$ cat config.mk
export PLATFORM = sky130hd
export DESIGN_NAME = bbe_div
export DESIGN_NICKNAME = d
export VERILOG_FILES = /design/src/rtl/bbe_pkg.sv /design/src/rtl/bbe_div.sv
export SDC_FILE = /design/constraint.sdc
export NUM_CORES = 2
export LEC_CHECK = 0
export ABC_AREA = 1
export BUFFER_PORTS_ARGS = -buffer_cell sky130_fd_sc_hd__buf_2
export CAP_MARGIN = 20
export CELL_PAD_IN_SITES_DETAIL_PLACEMENT = 1
export CELL_PAD_IN_SITES_GLOBAL_PLACEMENT = 2
export CORE_MARGIN = 10
export CORE_UTILIZATION = 41
export CTS_BUF_LIST = sky130_fd_sc_hd__clkbuf_16
export CTS_CLUSTER_SIZE = 8
export DETAILED_ROUTE_END_ITERATION = 12
export GPL_TIMING_DRIVEN = 0
export PLACE_DENSITY = 0.9
export SLEW_MARGIN = 40
export SYNTH_ARGS = -nofsm -noshare
export SYNTH_HDL_FRONTEND = slang
export SYNTH_SLANG_ARGS = --single-unit
export TNS_END_PERCENT = 20
$ cat constraint.sdc
create_clock -name clk -period 11.5 [get_ports clk]
set_input_delay 1.725 -clock clk [delete_from_list [all_inputs] [get_ports clk]]
set_output_delay 1.725 -clock clk [all_outputs]
set_load 0.05 [all_outputs]
$ cat src/rtl/bbe_pkg.sv
// shared types, widths and codes of the b-spline basis evaluator
package bbe_pkg;

	// fixed field widths
	localparam int KNOT_W     = 32;
	localparam int DIST_W     = 33;
	localparam int DEN_W      = 34;
	localparam int SLOT_W     = 6;
	localparam int IDX_OUT_W  = 6;
	localparam int VAL_OUT_W  = 17;
	localparam int DEG_CFG_W  = 3;
	localparam int CNT_CFG_W  = 7;
	localparam int CFG_IDX_W  = 1;
	localparam int CFG_DATA_W = 7;

	// default sizing
	localparam int DEF_MAX_KNOTS  = 64;
	localparam int DEF_MAX_DEGREE = 7;
	localparam int DEF_FRAC_BITS  = 16;

	// register indexes
	localparam logic [CFG_IDX_W-1:0] CFG_DEGREE = 1'd0;
	localparam logic [CFG_IDX_W-1:0] CFG_KNOTS  = 1'd1;

	// register reset values
	localparam logic [DEG_CFG_W-1:0] DEGREE_RST = 3'd3;
	localparam logic [CNT_CFG_W-1:0] KNOTS_RST  = 7'd16;

	// item modes
	localparam logic MODE_LOAD = 1'b0;
	localparam logic MODE_EVAL = 1'b1;

	// input beat
	typedef struct packed {
		logic                     mode;
		logic [SLOT_W-1:0]        knot_slot;
		logic signed [KNOT_W-1:0] sample_value;
	} bbe_in_t;

	// result beat
	typedef struct packed {
		logic [IDX_OUT_W-1:0] basis_index;
		logic [VAL_OUT_W-1:0] basis_value;
		logic                 last_of_point;
		logic                 zero_divisor;
	} bbe_out_t;

endpackage

$ cat src/rtl/bbe_div.sv
// shared scaled divider: round(num * a / den), bit-serial restoring division
module bbe_div #(
	parameter int FRAC_BITS = bbe_pkg::DEF_FRAC_BITS
) (
	input  logic                                          clk,
	input  logic                                          arst_n,
	input  logic                                          start,
	input  logic [FRAC_BITS:0]                            num,
	input  logic signed [bbe_pkg::DIST_W-1:0]             a,
	input  logic signed [bbe_pkg::DEN_W-1:0]              den,
	output logic                                          done,
	output logic signed [FRAC_BITS+bbe_pkg::KNOT_W+2:0]   quo
);
	import bbe_pkg::*;

	localparam int BW   = FRAC_BITS + 1;
	localparam int PW   = BW + KNOT_W;
	localparam int NUMW = PW + 1;
	localparam int QW   = NUMW + 1;
	localparam int CW   = $clog2(NUMW + 1);

	localparam logic [1:0] D_IDLE = 2'd0;
	localparam logic [1:0] D_MUL  = 2'd1;
	localparam logic [1:0] D_ADD  = 2'd2;
	localparam logic [1:0] D_RUN  = 2'd3;

	logic [1:0]        st_q;
	logic [BW-1:0]     n_q;
	logic [KNOT_W-1:0] ua_q;
	logic [KNOT_W-1:0] ud_q;
	logic              neg_q;
	logic [PW-1:0]     prod_q;
	logic [NUMW-1:0]   dq_q;
	logic [KNOT_W-1:0] rem_q;
	logic [CW-1:0]     cnt_q;
	logic              done_q;

	logic [DIST_W-1:0] a_mag;
	logic [DEN_W-1:0]  d_mag;
	logic [KNOT_W:0]   trial;
	logic              qbit;

	// magnitudes; both fit in 32 bits as they are knot differences
	assign a_mag = a[DIST_W-1] ? DIST_W'(-a) : DIST_W'(a);
	assign d_mag = den[DEN_W-1] ? DEN_W'(-den) : DEN_W'(den);

	// one restoring step
	assign trial = {rem_q, dq_q[NUMW-1]};
	assign qbit  = (trial >= {1'b0, ud_q});

	// sequencer and datapath
	always_ff @(posedge clk or negedge arst_n) begin
		if (!arst_n) begin
			st_q   <= D_IDLE;
			cnt_q  <= '0;
			done_q <= 1'b0;
		end else begin
			done_q <= 1'b0;
			unique case (st_q)
				D_IDLE: begin
					if (start) begin
						n_q   <= num;
						ua_q  <= a_mag[KNOT_W-1:0];
						ud_q  <= d_mag[KNOT_W-1:0];
						neg_q <= a[DIST_W-1] ^ den[DEN_W-1];
						st_q  <= D_MUL;
					end
				end
				D_MUL: begin
					prod_q <= PW'(n_q) * PW'(ua_q);
					st_q   <= D_ADD;
				end
				D_ADD: begin
					// half divisor added for round to nearest, ties away
					dq_q  <= NUMW'(prod_q) + NUMW'(ud_q >> 1);
					rem_q <= '0;
					cnt_q <= '0;
					st_q  <= D_RUN;
				end
				D_RUN: begin
					rem_q <= qbit ? KNOT_W'(trial - {1'b0, ud_q}) : trial[KNOT_W-1:0];
					dq_q  <= {dq_q[NUMW-2:0], qbit};
					cnt_q <= cnt_q + 1'b1;
					if (cnt_q == CW'(NUMW - 1)) begin
						done_q <= 1'b1;
						st_q   <= D_IDLE;
					end
				end
				default: st_q <= D_IDLE;
			endcase
		end
	end

	assign done = done_q;
	assign quo  = neg_q ? -$signed(QW'(dq_q)) : $signed(QW'(dq_q));
endmodule

# After elaboration in Yosys (flattened, before gate mapping)
# Index checks and enable logic that the tools add are counted.
# classes
muxes,12
reduce_logical,6
n_eq_ne,6
multipliers,1
n_addsub,6
magnitude_cmp,1
bitwise,1
# ops
cell,n
$pmux W50 S2,1
$mux W32,3
$neg A32 Y32,2
$pmux W32 S2,1
$mux W51,1
$neg A50 Y51,1
$add A49 B31 Y50,1
$mul A17 B32 Y49,1
$ge A33 B32 Y1,1
$sub A32 B32 Y32,1
$pmux W6 S2,1
$pmux W2 S4,1
$add A6 B1 Y6 const B,1
$eq A6 B6 Y1 const B,1
$reduce_and A2 Y1,3
$eq A2 B2 Y1 const B,2
$mux W2,2
$ne A2 B2 Y1 const B,2
$reduce_and A3 Y1,1
$eq A2 B1 Y1 const B,1
$logic_not A2 Y1,1
$mux W1,2
$reduce_bool A2 Y1,1
$xor A1 B1 Y1,1
# totals
out_inout_bits,52
input_bits,87
elab_cells,43
ff_bits,222

# Logic depth before layout (Yosys ltp)
# logic_depth
depth_word,3
depth_mapped,27
depth_no_buf,25

# Least setup slack after synthesis
# OpenSTA, ideal clock, no wires.
# synth_timing
path_kind,input-to-reg
start,in start
end,reg n_q[0] (enable)
arrival_ps,5221
setup_slack_ps,5755
path_stages,2
setup_ps,525
cell_sequence,nand2_1 > nor2_1
# synth_between
elab_chain_cells,1
# synth_lines
item,line_no,source
"start, declared",bbe_div.sv:7,"input logic start,"
$reduce_and A3 Y1 (no source line),n/a,
"end signal, assigned",bbe_div.sv:62,n_q <= num;
"end, declared",bbe_div.sv:28,logic [BW-1:0] n_q;
# Every way passes these cells.
# A chain may end at the register's enable or synchronous reset.

# Final worst setup path
# layout_timing
start,reg ua_q[25]
end,reg prod_q[46] (data pin)
# layout_between
elab_chain_cells,1
# layout_lines
item,line_no,source
"start, declared",bbe_div.sv:29,logic [KNOT_W-1:0] ua_q;
"start signal, assigned",bbe_div.sv:63,ua_q <= a_mag[KNOT_W-1:0];
$mul A17 B32 Y49,bbe_div.sv:70,prod_q <= PW'(n_q) * PW'(ua_q);
"end signal, assigned",bbe_div.sv:70,
"end, declared",bbe_div.sv:32,logic [PW-1:0] prod_q;
# Every way passes these cells.

==> results_dict.tcl <==
set metrics [dict create \
    status "finished, final reports clean" \
    clock_skew_ns 0.0426 \
    ant_nets 0 \
    postCtsSetupRepairBufs 0 \
    crit_chain "clkbuf_1 -> clkbuf_1 -> nand2_1 -> fa_1 -> fa_1 -> fa_1 -> inv_1 -> fa_1 -> fa_1 -> inv_1 -> fa_1 -> inv_1 -> ha_1 -> nand2_1 -> nor2_1 -> inv_1 -> nor2_1 -> inv_1 -> o21ai_0 -> nand2_1 -> nand4_1 -> nand2_1" \
    via_per_inst 5.02 \
    hpwl_um 111000 \
    crit_arrival_ns 7.36 \
    cpMostUsedCell "fa_1" \
    yosysUniqueCellTypes 54 \
    fin_nets 5889 \
    core_sq_um 86600 \
    synth-main-ff-cell "edfxtp_1" \
    cpPeakStageDelay_ns 0.66 \
    slew_headroom_pct 37.6 \
    die_height_um 315 \
    wire_per_inst_um 20.4 \
    numCtsBuffers 35 \
    first_iter_violations 1595 \
    dr_total_vias 31773 \
    report.final.slew_viol_count 0 \
    area_growth_pct 9.33 \
    track_usage_pct 26.1 \
    grt_pass1_wl_um 200000 \
    clockBufferDepth 3 \
    worst_ep_required_time_ns 11.78 \
    yosysSeqAreaShare_pct 18.5 \
    rsz0062_at_grt "no" \
    fin_crit_sh_pct 61.5 \
    path_clk_slew_ns 0.05 \
    cts_tree "yes" \
    routed_wl_um 129000 \
    fmax_mhz 141 \
    syn_area_sq_um 35700 \
    design.die.area_sq_um 99300 \
    cts_root_buf "clkbuf_16" \
    setup_viol 0 \
    diodes 0 \
    drive_above_1_share_pct 5.78 \
    cts_hold_buf 0 \
    worstMarginPinSlew_ns 0.936 \
    clock_insertion_delay_worst_skew_ns 0.58 \
    grt_start_max_net_pins 50 \
    chipWidth_um 315 \
    cts.htree.levels 2 \
    overflow 0 \
    start_util_pct 41.2 \
    cts.sinks 222 \
    fill_cells 11283 \
    drc 0 \
    synthArstFlopShare_pct 4.05 \
    min_period_ns 7.07 \
    antenna_found_initial 0 \
    synth_enable_flop_cells 213 \
    maxCapViolCount 0 \
    gp_congestion 0.932 \
    worstPathMaxFanout 10 \
    path_class "flop to flop" \
    num_rows 108 \
    start_kind "flop" \
    dr.pass1.iters 5 \
    min_path_type "flop to flop" \
    port_buffers 136 \
    finalSetupTns_ns 0 \
    num_io_pins 139 \
    crit_path_end_kind "flop" \
    synth_nets 5707 \
    cp_slowest_cell "fa_1" \
    final_hold_viol_count 0 \
    synthCells 4973 \
    grt_pass1_vias 34974 \
    syn_area_per_cell_sq_um 7.18 \
    ys_warn_count 0 \
    ctsResizeCount 0 \
    synth.ff_latch_count 222 \
]
## cell families (layout without fill, tap and decap cells)
| family | count (synthesis) | count (layout) | synth area share, % |
|---|---|---|---|
| XOR/XNOR | 150 | 150 | 3.68 |
| AO/OA/AOI/OAI | 260 | 260 | 4.00 |
| adder cells (fa/ha/maj) | 647 | 647 | 32.1 |
| buffers and inverters | 1389 | 1587 | 14.8 |
| flip-flops | 222 | 222 | 18.5 |
| AND/OR/NAND/NOR | 2305 | 2305 | 26.8 |
## path summary, 6_finish.rpt
kind	start	to	slack (ns)	cells after the start
setup / recovery	ua_q[25]	prod_q[46]	4.43	22
setup reg to reg	ua_q[25]	prod_q[46]	4.43	22
max in group asynchronous	arst_n	st_q[1]	10.24	1
hold / removal	cnt_q[0]	cnt_q[0]	0.56	1
hold reg to reg	cnt_q[0]	cnt_q[0]	0.56	1
min in group asynchronous	arst_n	cnt_q[4]	1.04	1
## final cells by class
| type | count | area, sq um | share of cell area (%) |
|---|---|---|---|
| Sequential cell | 222 | 6620 | 17.0 |
| Tap cell | 1155 | 1450 | 3.70 |
| Multi-Input combinational cell | 3362 | 23800 | 61.0 |
| Clock inverter | 18 | 111 | 0.285 |
| Timing Repair Buffer | 145 | 866 | 2.22 |
| Clock buffer | 35 | 876 | 2.24 |
| Buffer | 151 | 659 | 1.69 |
| Inverter | 1238 | 4650 | 11.9 |
## metal layers
layer  GRT usage [%]  vias to the layer above  part of all wire, %
met4            12.1                        0                  5.3
met1            30.8                    15726                   41
met2            46.9                      711                   50
met5               0                        -                    0
met3            2.82                      215                  4.0
li1                -                    15121                    -
## layout by cell type, fill, tap and decap left out, types with 6 or more instances in the layout
master        n
clkinv_1      7
ha_1        196
xor2_1      123
buf_2       137
nor2_1      359
a21oi_1      96
inv_2         6
inv_1      1236
clkbuf_1    123
clkbuf_2     14
xnor2_1      27
and2_1        6
nor2_2       30
dfrtp_1       9
o2111ai_1     6
nand3_1     209
nand4_1      52
a31oi_1       7
or2_2        22
o21bai_1      7
nor3_1       49
nor4_1        8
fa_1        451
nand2_2      10
edfxtp_1    213
nand2_1    1504
o21ai_0     111
nand3b_1     38
clkbuf_16    35
## registers in the layout (all words and copies together), names as in the netlist
signal and count:
n_q 17, ua_q 32, ud_q 32, done 1, prod_q 49, cnt_q 6, st_q 2, rem_q 32
neg_q 1, dq_q 50
## cells in the mapped netlist (9+ instances only)
master    count  area [sq um]
ha_1        196          2450
xor2_1      123          1080
o21ai_0     111           556
nor2_2       30           188
inv_1      1228          4610
nand4_1      52           325
nand2_2      10          62.6
a21oi_1      96           480
nand3b_1     38           285
clkbuf_1    136           510
fa_1        451          9030
nor2_1      361          1360
nand3_1     209          1050
edfxtp_1    213          6400
xnor2_1      27           236
dfrtp_1       9           225
or2_2        22           138
nor3_1       49           245
nand2_1    1504          5650
## critical path: cells and delay by family (launching register included)
| kind | cells | cell delay (ns) |
|---|---|---|
| compound gates | 1 | 0.28 |
| fa+ha+maj | 7 | 3.64 |
| buf+inv | 7 | 1.45 |
| flops | 1 | 0.31 |
| simple gates | 7 | 1.08 |
## metrics by stage
stage | instances | cell area, sq um | hold WS [ns] | utilization (%) | worst slack, ns
after floorplan | 4973 | 35700 | 0.499 | - | 5.75
after global placement | 6264 | 37800 | 0.523 | 43.7 | 2.97
after detailed placement | 6273 | 38100 | 0.549 | 43.9 | 4.53
after CTS | 6326 | 39000 | 0.555 | 45.1 | 4.49
after global routing | 6326 | 39100 | 0.575 | 45.1 | 4.17
final | 6326 | 39100 | 0.558 | 45.1 | 4.43
Power is left out: the tool's default activity adds up to more than one toggle a clock period on the data nets, which glitch-free logic cannot reach.
